## src/sv/srnc_pkg.sv

```systemverilog
// Package for the serial relay node controller: character codes, widths
// and the reply descriptor handed from the frame parser to the transmitter.
// No dependencies.
package srnc_pkg;

    localparam int CHANNELS = 10;
    localparam int RELAY_W  = 10;
    localparam int CFG_IDX_W = 8;

    localparam logic [RELAY_W-1:0] CHAN_MASK = RELAY_W'((32'd1 << CHANNELS) - 32'd1);

    localparam logic [7:0] CH_COLON = 8'h3A;
    localparam logic [7:0] CH_ZERO  = 8'h30;
    localparam logic [7:0] CH_ONE   = 8'h31;
    localparam logic [7:0] CH_TWO   = 8'h32;
    localparam logic [7:0] CH_NINE  = 8'h39;
    localparam logic [7:0] CH_Y     = 8'h59;
    localparam logic [7:0] CH_C     = 8'h43;
    localparam logic [7:0] CH_A     = 8'h41;
    localparam logic [7:0] CH_END   = 8'h63;
    localparam logic [7:0] CH_K     = 8'h4B;
    localparam logic [7:0] CH_E     = 8'h45;

    localparam logic [CFG_IDX_W-1:0] REG_STATION  = CFG_IDX_W'(0);
    localparam logic [CFG_IDX_W-1:0] REG_SERVER   = CFG_IDX_W'(1);
    localparam logic [CFG_IDX_W-1:0] REG_ON_CODE  = CFG_IDX_W'(2);
    localparam logic [CFG_IDX_W-1:0] REG_MM_LIMIT = CFG_IDX_W'(3);

    // what one reply frame needs besides the address bytes
    typedef struct packed {
        logic [7:0]         kind;
        logic [RELAY_W-1:0] bits;
        logic [RELAY_W-1:0] relays;
    } t_reply;

endpackage

```

## src/sv/srnc_tx.sv

```systemverilog
// Reply serialiser: turns one reply descriptor into eight output beats, with
// one further reply held waiting behind it. Depends on srnc_pkg.
module srnc_tx (
    input  logic                   i_clk,
    input  logic                   i_rst_n,
    input  logic                   i_start,
    input  srnc_pkg::t_reply       i_reply,
    input  logic [7:0]             i_server_id,
    input  logic [7:0]             i_station_id,
    output logic                   o_valid,
    output logic                   o_full,
    input  logic                   i_ready,
    output logic [7:0]             o_tx_byte,
    output logic                   o_frame_end,
    output logic [srnc_pkg::RELAY_W-1:0] o_relay_on
);
    import srnc_pkg::*;

    logic       r_busy, n_busy;
    logic [2:0] r_idx, n_idx;
    logic       r_pend, n_pend;
    t_reply     r_reply;
    t_reply     r_next;

    logic       w_last;
    logic       w_free;
    logic       w_promote;
    logic       w_load_act;
    logic       w_load_pend;

    always_comb begin
        // active slot frees up when its closing beat is taken
        w_last      = r_busy && i_ready && (r_idx == 3'd7);
        w_free      = !r_busy || w_last;
        w_promote   = r_pend && w_free;
        w_load_act  = i_start && !r_pend && w_free;
        w_load_pend = i_start && !w_load_act;

        n_busy = r_busy;
        n_idx  = r_idx;
        n_pend = r_pend;
        if (r_busy && i_ready) begin
            n_idx = r_idx + 3'd1;
            if (r_idx == 3'd7) begin
                n_busy = 1'b0;
            end
        end
        if (w_promote || w_load_act) begin
            n_busy = 1'b1;
            n_idx  = 3'd0;
        end
        if (w_promote) begin
            n_pend = 1'b0;
        end
        if (w_load_pend) begin
            n_pend = 1'b1;
        end
    end

    always_ff @(posedge i_clk) begin
        if (!i_rst_n) begin
            r_busy <= 1'b0;
            r_idx  <= 3'd0;
            r_pend <= 1'b0;
        end else begin
            r_busy <= n_busy;
            r_idx  <= n_idx;
            r_pend <= n_pend;
        end
    end

    always_ff @(posedge i_clk) begin
        if (w_load_act) begin
            r_reply <= i_reply;
        end else if (w_promote) begin
            r_reply <= r_next;
        end
        if (w_load_pend) begin
            r_next <= i_reply;
        end
    end

    always_comb begin
        unique case (r_idx)
            3'd0:    o_tx_byte = CH_COLON;
            3'd1:    o_tx_byte = i_server_id;
            3'd2:    o_tx_byte = i_station_id;
            3'd3:    o_tx_byte = r_reply.kind;
            3'd4:    o_tx_byte = CH_TWO;
            3'd5:    o_tx_byte = r_reply.bits[7:0];
            3'd6:    o_tx_byte = {6'd0, r_reply.bits[9:8]};
            default: o_tx_byte = CH_END;
        endcase
    end

    assign o_valid     = r_busy;
    assign o_full      = r_pend;
    assign o_frame_end = (r_idx == 3'd7);
    assign o_relay_on  = r_reply.relays;

    // a new reply must never overwrite one still waiting
    a_no_overlap: assert property (@(posedge i_clk) disable iff (!i_rst_n)
        i_start |-> !r_pend)
        else $error("reply started while waiting slot taken");

    a_idx_idle: assert property (@(posedge i_clk) disable iff (!i_rst_n)
        !r_busy |-> (r_idx == 3'd0 || $past(r_idx) == 3'd7))
        else $error("beat index out of step with busy flag");

    a_start_loads: assert property (@(posedge i_clk) disable iff (!i_rst_n)
        i_start |=> r_busy)
        else $error("reply start not taken");

    a_pend_busy: assert property (@(posedge i_clk) disable iff (!i_rst_n)
        r_pend |-> r_busy)
        else $error("waiting reply with nothing going out");

endmodule

```

## src/sv/serial_relay_node_controller_core.sv

```systemverilog
// Serial relay node controller, top level: frame parser, relay and alarm
// state, configuration registers. Depends on srnc_pkg and srnc_tx.
//
// Throughput: one rx beat per cycle while o_ready is high. With the
// transmitter idle the first reply beat is valid the cycle after the closing
// 'c' beat is taken; a reply is eight beats out, and a waiting reply follows with no gap.
// The transmitter holds one reply waiting behind the one going out; the end
// byte of a frame is held off (o_ready low) only while that slot is taken.
// Reset (synchronous, active low): parser idle, relays off, alarm and
// mismatch count clear, registers to '2', '0', '1' and twelve.
module serial_relay_node_controller_core (
    input  logic                              i_clk,
    input  logic                              i_rst_n,
    // rx channel
    input  logic                              i_valid,
    output logic                              o_ready,
    input  logic [7:0]                        i_rx_byte,
    input  logic [srnc_pkg::RELAY_W-1:0]      i_feedback_pins,
    // tx channel
    output logic                              o_valid,
    input  logic                              i_ready,
    output logic [7:0]                        o_tx_byte,
    output logic                              o_frame_end,
    output logic [srnc_pkg::RELAY_W-1:0]      o_relay_on,
    // configuration write channel
    input  logic                              i_cfg_valid,
    output logic                              o_cfg_ready,
    input  logic [srnc_pkg::CFG_IDX_W-1:0]    i_cfg_index,
    input  logic [7:0]                        i_cfg_data
);
    import srnc_pkg::*;

    // parser phases
    localparam logic [2:0] PH_IDLE = 3'd0;
    localparam logic [2:0] PH_DEST = 3'd1;
    localparam logic [2:0] PH_SRC  = 3'd2;
    localparam logic [2:0] PH_TYPE = 3'd3;
    localparam logic [2:0] PH_SIZE = 3'd4;
    localparam logic [2:0] PH_DATA = 3'd5;
    localparam logic [2:0] PH_END  = 3'd6;

    // configuration registers
    logic [7:0] r_station_id, r_server_id, r_on_code, r_mm_limit;

    // parser and node state
    logic [2:0]         r_phase,   n_phase;
    logic [7:0]         r_dest,    n_dest;
    logic [7:0]         r_type,    n_type;
    logic [7:0]         r_size,    n_size;
    logic [7:0]         r_left,    n_left;
    logic [7:0]         r_chan,    n_chan;
    logic [7:0]         r_value,   n_value;
    logic [RELAY_W-1:0] r_relays,  n_relays;
    logic               r_alarm,   n_alarm;
    logic [7:0]         r_mm_cnt,  n_mm_cnt;

    logic               w_tx_busy;
    logic               w_tx_full;
    logic               w_in_acc;
    logic               w_start;
    t_reply             w_reply;

    // scratch for the end-of-frame decision
    logic [7:0]         w_data_idx;
    logic [3:0]         w_digit;
    logic [4:0]         w_chan_no;
    logic               w_chan_ok;
    logic [RELAY_W-1:0] w_bit;
    logic [RELAY_W-1:0] w_relays_c;
    logic               w_mismatch;

    // end byte waits while a reply is already queued behind the active one
    assign o_ready     = !((r_phase == PH_END) && w_tx_full);
    assign w_in_acc    = i_valid && o_ready;
    assign o_cfg_ready = 1'b1;

    always_ff @(posedge i_clk) begin
        if (!i_rst_n) begin
            r_station_id <= 8'd50;
            r_server_id  <= 8'd48;
            r_on_code    <= 8'd49;
            r_mm_limit   <= 8'd12;
        end else if (i_cfg_valid) begin
            unique case (i_cfg_index)
                REG_STATION:  r_station_id <= i_cfg_data;
                REG_SERVER:   r_server_id  <= i_cfg_data;
                REG_ON_CODE:  r_on_code    <= i_cfg_data;
                REG_MM_LIMIT: r_mm_limit   <= i_cfg_data;
                default: ;   // beyond the register list: dropped
            endcase
        end
    end

    // relay channel decode for a switch command; digit '0' is channel ten
    always_comb begin
        w_chan_ok  = (r_chan >= CH_ZERO) && (r_chan <= CH_NINE);
        w_digit    = 4'(r_chan - CH_ZERO);
        w_chan_no  = (w_digit == 4'd0) ? 5'd10 : {1'b0, w_digit};
        if (32'(w_chan_no) > CHANNELS) begin
            w_chan_ok = 1'b0;
        end
        w_bit      = RELAY_W'(1) << (w_chan_no - 5'd1);
        if (r_size == CH_ONE) begin
            w_relays_c = r_relays ^ w_bit;
        end else if (r_value == r_on_code) begin
            w_relays_c = r_relays | w_bit;
        end else begin
            w_relays_c = r_relays & ~w_bit;
        end
        w_relays_c = w_relays_c & CHAN_MASK;
        // feedback is active low: equal levels on channels 1-8 is a fault
        w_mismatch = (~(r_relays[7:0] ^ i_feedback_pins[7:0])) != 8'd0;
        w_data_idx = (r_size - CH_ZERO) - r_left;
    end

    always_comb begin
        n_phase  = r_phase;
        n_dest   = r_dest;
        n_type   = r_type;
        n_size   = r_size;
        n_left   = r_left;
        n_chan   = r_chan;
        n_value  = r_value;
        n_relays = r_relays;
        n_alarm  = r_alarm;
        n_mm_cnt = r_mm_cnt;
        w_start  = 1'b0;
        w_reply  = '{kind: CH_K, bits: r_relays, relays: r_relays};

        if (w_in_acc) begin
            unique case (r_phase)
                PH_DEST: begin
                    n_dest  = i_rx_byte;
                    n_phase = PH_SRC;
                end
                PH_SRC: begin
                    n_phase = PH_TYPE;
                end
                PH_TYPE: begin
                    n_type  = i_rx_byte;
                    n_phase = PH_SIZE;
                end
                PH_SIZE: begin
                    n_size  = i_rx_byte;
                    n_left  = (i_rx_byte >= CH_ZERO) ? (i_rx_byte - CH_ZERO) : 8'd0;
                    n_phase = (n_left != 8'd0) ? PH_DATA : PH_END;
                end
                PH_DATA: begin
                    // only the first two data bytes are kept
                    if (w_data_idx == 8'd0) begin
                        n_chan = i_rx_byte;
                    end else if (w_data_idx == 8'd1) begin
                        n_value = i_rx_byte;
                    end
                    n_left = r_left - 8'd1;
                    if (n_left == 8'd0) begin
                        n_phase = PH_END;
                    end
                end
                PH_END: begin
                    n_phase = PH_IDLE;
                    if (i_rx_byte == CH_END && r_dest == r_station_id) begin
                        if (r_type == CH_Y) begin
                            n_mm_cnt = 8'd0;
                            w_start  = 1'b1;
                        end else if (r_type == CH_C) begin
                            if (w_chan_ok) begin
                                n_relays = w_relays_c;
                                n_mm_cnt = 8'd0;
                                w_start  = 1'b1;
                                w_reply  = '{kind: CH_K, bits: w_relays_c,
                                             relays: w_relays_c};
                            end
                        end else if (r_type == CH_A) begin
                            w_reply = '{kind: CH_E, bits: r_relays & i_feedback_pins,
                                        relays: r_relays};
                            if (w_mismatch) begin
                                if (r_mm_cnt >= r_mm_limit) begin
                                    n_mm_cnt = 8'd0;
                                    n_alarm  = 1'b1;
                                    w_start  = 1'b1;
                                end else begin
                                    n_mm_cnt = r_mm_cnt + 8'd1;
                                end
                            end else if (r_alarm) begin
                                // faults gone: one clearing error frame
                                n_alarm = 1'b0;
                                w_start = 1'b1;
                            end
                        end
                    end
                end
                default: begin
                    n_phase = (i_rx_byte == CH_COLON) ? PH_DEST : PH_IDLE;
                end
            endcase
        end
    end

    always_ff @(posedge i_clk) begin
        if (!i_rst_n) begin
            r_phase  <= PH_IDLE;
            r_dest   <= 8'd0;
            r_type   <= 8'd0;
            r_size   <= 8'd0;
            r_left   <= 8'd0;
            r_chan   <= 8'd0;
            r_value  <= 8'd0;
            r_relays <= '0;
            r_alarm  <= 1'b0;
            r_mm_cnt <= 8'd0;
        end else begin
            r_phase  <= n_phase;
            r_dest   <= n_dest;
            r_type   <= n_type;
            r_size   <= n_size;
            r_left   <= n_left;
            r_chan   <= n_chan;
            r_value  <= n_value;
            r_relays <= n_relays;
            r_alarm  <= n_alarm;
            r_mm_cnt <= n_mm_cnt;
        end
    end

    srnc_tx u_tx (
        .i_clk        (i_clk),
        .i_rst_n      (i_rst_n),
        .i_start      (w_start),
        .i_reply      (w_reply),
        .i_server_id  (r_server_id),
        .i_station_id (r_station_id),
        .o_valid      (w_tx_busy),
        .o_full       (w_tx_full),
        .i_ready      (i_ready),
        .o_tx_byte    (o_tx_byte),
        .o_frame_end  (o_frame_end),
        .o_relay_on   (o_relay_on)
    );

    assign o_valid = w_tx_busy;

    // relays beyond the fitted channels never switch on
    a_relay_mask: assert property (@(posedge i_clk) disable iff (!i_rst_n)
        (r_relays & ~CHAN_MASK) == '0)
        else $error("relay outside channel range driven");

    // raising the alarm always goes out with an error frame
    a_alarm_reply: assert property (@(posedge i_clk) disable iff (!i_rst_n)
        (w_start == 1'b0 && n_alarm && !r_alarm) |-> 1'b0)
        else $error("alarm raised without a reply");

    // relays change only alongside an ack
    a_relay_ack: assert property (@(posedge i_clk) disable iff (!i_rst_n)
        (n_relays != r_relays) |-> w_start)
        else $error("relay state changed without a reply");

endmodule

```

## config.mk

```make
export PLATFORM = sky130hd
export DESIGN_NAME = serial_relay_node_controller_core
export DESIGN_NICKNAME = d
export VERILOG_FILES = /design/src/sv/srnc_pkg.sv /design/src/sv/srnc_tx.sv /design/src/sv/serial_relay_node_controller_core.sv
export SDC_FILE = /design/constraint.sdc
export NUM_CORES = 1
export LEC_CHECK = 0
export ABC_AREA = 1
export BUFFER_PORTS_ARGS = -buffer_cell sky130_fd_sc_hd__buf_2
export CAP_MARGIN = 0
export CORE_MARGIN = 1.5
export CORE_UTILIZATION = 38
export DETAILED_ROUTE_END_ITERATION = 10
export PLACE_DENSITY = 0.59
export SYNTH_ARGS = -nofsm -noshare
export SYNTH_HDL_FRONTEND = slang
export SYNTH_SLANG_ARGS = --single-unit
```

## constraint.sdc

```tcl
create_clock -name i_clk -period 5.09 [get_ports i_clk]
set_input_delay 0.2545 -clock i_clk [delete_from_list [all_inputs] [get_ports i_clk]]
set_output_delay 0.2545 -clock i_clk [all_outputs]
set_load 0.01 [all_outputs]
```

==> results.md <==
* Post-route cell area at between 0.01 and 0.015 mm^2
* Slew Limit Fails at 0
* Post-synthesis cell type count at 50
* CP max stage delay at 870 ps
* Crit-path cells: inv_1 -> nand2_1 -> nor3_2 -> nand2_1 -> inv_1 -> o21ai_0 -> inv_1 -> nand2_1 -> nand2_1 -> nand2_2 -> a21oi_2
* Num CTS Buffers at 17
* Fin crit share at between 50% and 60%
* Max_cap viols at 0
* Power Internal at 2.07 mW
* Clock power share at between 40% and 50%
* Vias in the first global route at between 7000 and 8000
* F_max at between 300 and 400 MHz
* Fillers at ~2400
* DRC errors left at 0
* Worst min path class: in2reg
* Die Area at roughly 0.025 mm^2
* Psw at 0.756 mW
* Worst relative slew slack at about 20%
* Top Ports at just over 60
* First-pass GRT wire length at approximately 38 mm
* WL/cell at 14.4 um
* DR vias/cell at between 4 and 5
* Die Y at roughly 160 um
* CP Max Fanout at 22
* Post-CTS Hold Buffers at 0
* Nets at around 1400
* Number of flops mapped to enable cells by yosys at 44
* # setup viols final at 0
* Synth warn at 0
* Gate power share at roughly 8.7%
* Avg Inst Size Synth at ~7.0 um^2
* GP Congestion at 0.922
* Num rows at 56
* Remaining global-route overflow at 0
* CP max-delay cell: a21oi_2
* Crit path top cell by count: nand2_1
* Post-Syn Area at roughly 0.009 mm^2
* Clk sinks at approximately 150
* Clock Skew at between 9 and 10 ps
* Crit path required time at around 5100 ps
* Synth async-reset ratio at 0%
* Reg2Reg Setup Slack at 2230 ps
* Routed vias at approximately 8000
* Area growth, synth to finish at 12.2%
* Post-route minimum period at 2860 ps
* Layout cells sized above 1 at between 10% and 20%
* Drt pass-1 iters at 5
* Initial Util at between 30% and 40%
* CP endpoint kind: register
* Syn Inst Count at between 1000 and 1500
* Final ANT Viol Nets at 0
* Worst Hold Path EP: r_on_code[7]
* Crit path buf inv count at 3
* Hold path start: i_cfg_data[7]
* PwrDens at roughly 280 mW/mm^2
* Peak supply drop at roughly 0.00020 V
* Final WL at 23.8 mm
* # resized after CTS at 0
* Clk_lat worst skew at around 430 ps
* I/O Buffers at 59
* # Post-CTS Setup Buffers at 0
* Post-Route Setup TNS at 0 ps
* Clock root buffer: clkbuf_16
* Clock-pin slew on the worst setup and hold paths at around 70 ps
* Largest net degree at the start of global routing at 76
* Instance area after placement at 0.00949 mm^2
* R2r endpoint: u_tx.r_next[7]
* H-tree levels at 4
* Sequential-to-total area share from yosys stat at 38.5%
* Iter 0 DRT Violations at 459
* Crit start category: register
* Most frequent cells in the layout: nand2_1, inv_1, nor2_1, dfxtp_1, a21oi_1
* Sequential power share at 44.4%
* Footprint of the multi-input gates at 0.00463 mm^2
* Register-to-Register Path Depth at 11
* TritonCTS clock tree: built
* Register area at roughly 0.0035 mm^2
* Die Span X at 157 um
* Final count of hold timing violations at 0
* Hold Path Cell Cnt at 3
* Clock buffer depth at 2
* Initial antenna violation count at 0
* Core Region at 0.0233 mm^2
* Post-synth net total at around 1400
* GRT Util Overall at ~20%
* Arr. time, crit path at a little under 3000 ps
* Net Sw Frac at 26.8%
* Most common cell after layout, fill and taps aside: nand2_1
* Critical path's top delay family: compound AO/OA/AOI/OAI gates
* RSZ-0062 raised after global routing: no
* P_leak at about 4.6 nW
* Measured slew at the worst slew-check pin at 1200 ps
* R2r startpoint: r_type[7]
* Top_reg_cell synth: dfxtp_1
* #FFs+latches synth at 151
* Critical path class: reg2reg
* HPWL after DPL at approximately 18 mm
* Status: complete, no violations
* Diodes inserted at 0
[synthesized netlist by cell type, types with 2 or more instances]
master,number,share of area [%]
a221oi_1,4,0.39
nor3b_1,2,0.17
edfxtp_1,44,15
inv_1,169,7.1
nor4_1,2,0.14
a21boi_0,2,0.17
or2_2,5,0.35
xnor2_1,7,0.68
nor2_2,5,0.35
o211ai_1,14,1.2
buf_4,13,1.1
nor2_4,8,1.0
dfxtp_1,107,24
o31ai_1,2,0.17
nand3b_1,3,0.25
nand4_1,20,1.4
nand2_1,386,16
o21ai_2,6,0.58
nor3_1,9,0.50
nor3_2,2,0.22
buf_2,5,0.28
inv_4,2,0.14
a31oi_1,2,0.14
and2_1,8,0.56
a211oi_1,12,1.0
inv_2,10,0.42
o21ai_0,57,3.2
xor2_1,4,0.39
o2111ai_1,4,0.39
clkbuf_1,21,0.88
nand4_4,2,0.47
a21oi_1,74,4.1
nor3_4,2,0.36
ha_1,40,5.6
nand3_1,69,3.8
nand2_2,9,0.63
nor2_1,144,6.0
[logic make-up (layout without fill, tap and decap cells)]
| kind of cell | count (synthesis) | count (layout) | synth area share, % |
|---|---|---|---|
| DFF | 151 | 151 | 38.5 |
| adders and majority gates | 41 | 41 | 5.79 |
| buffers and inverters | 223 | 274 | 10.1 |
| other | 1 | 1 | 0.0417 |
| AOI/OAI and AO/OA | 181 | 181 | 11.7 |
| and+or+nand+nor | 680 | 680 | 32.8 |
| xor gates and xnor gates | 11 | 11 | 1.07 |
[metal layers]
layer / part of all wire (%) / routed length (um) / track usage [%]
met1: 50 / 11800 / 27.8
met2: 45 / 10700 / 31.6
met3: 3.5 / 828 / 3.32
met4: 2.1 / 491 / 6.62
met5: 0 / 0 / 0
[cell type report]
cell class	count	share of cell area (%)
Clock buffer	17	4.21
Clock inverter	15	1.82
Inverter	182	6.82
Multi-Input combinational cell	914	45.9
Sequential cell	151	34.3
Tap cell	319	3.95
Timing Repair Buffer	60	3.00
[worst max-delay path by stage]
stage                              from            endpoint  slack [ps]  depth (start not counted)
after floorplan           r_mm_limit[7]      u_tx.r_next[0]        2330                         10
after global placement     i_rx_byte[4]  u_tx.o_relay_on[0]        2220                         11
after detailed placement   i_rx_byte[4]  u_tx.o_relay_on[6]        2180                         11
after CTS                     r_type[7]      u_tx.r_next[4]        2170                         11
after global routing          r_type[7]      u_tx.r_next[4]        1870                         11
final                         r_type[7]      u_tx.r_next[7]        2230                         11
[sequential cells by signal, indices dropped and copies added (netlist names), 8 cells and up]
signal,flops
r_mm_limit,8
r_size,8
u_tx.o_relay_on,10
u_tx.r_next,22
r_station_id,8
r_dest,8
r_type,8
r_value,8
r_mm_cnt,8
r_relays,10
r_chan,8
u_tx.r_reply,12
r_on_code,8
r_server_id,8
r_left,8
[per-stage QoR]
stage / cells / setup WS, ps / utilization (%) / hold slack, ps / power, mW
finish: 1658 / 2230 / 43.3 / 142 / 2.82
global route: 1658 / 1870 / 43.3 / 151 / 2.93
CTS: 1658 / 2170 / 43.3 / 129 / 2.84
detailed placement: 1626 / 2180 / 40.7 / 453 / 1.53
global placement: 1626 / 2220 / 40.7 / 451 / 1.52
floorplan: 1288 / 2330 / - / 389 / 1.46
[tightest hold or removal path: stages]
cell and delay, ps:
buf_2 120, nor2_1 100, a211oi_1 50
[power groups by stage]
stage | combinational, mW | sequential [mW] | clock (mW)
global placement | 0.242 | 1.28 | 0
floorplan | 0.177 | 1.28 | 0
CTS | 0.246 | 1.25 | 1.34
global route | 0.277 | 1.26 | 1.39
finish | 0.245 | 1.25 | 1.32
detailed placement | 0.245 | 1.28 | 0
No activity file was read; power rests on OpenSTA's default activity.
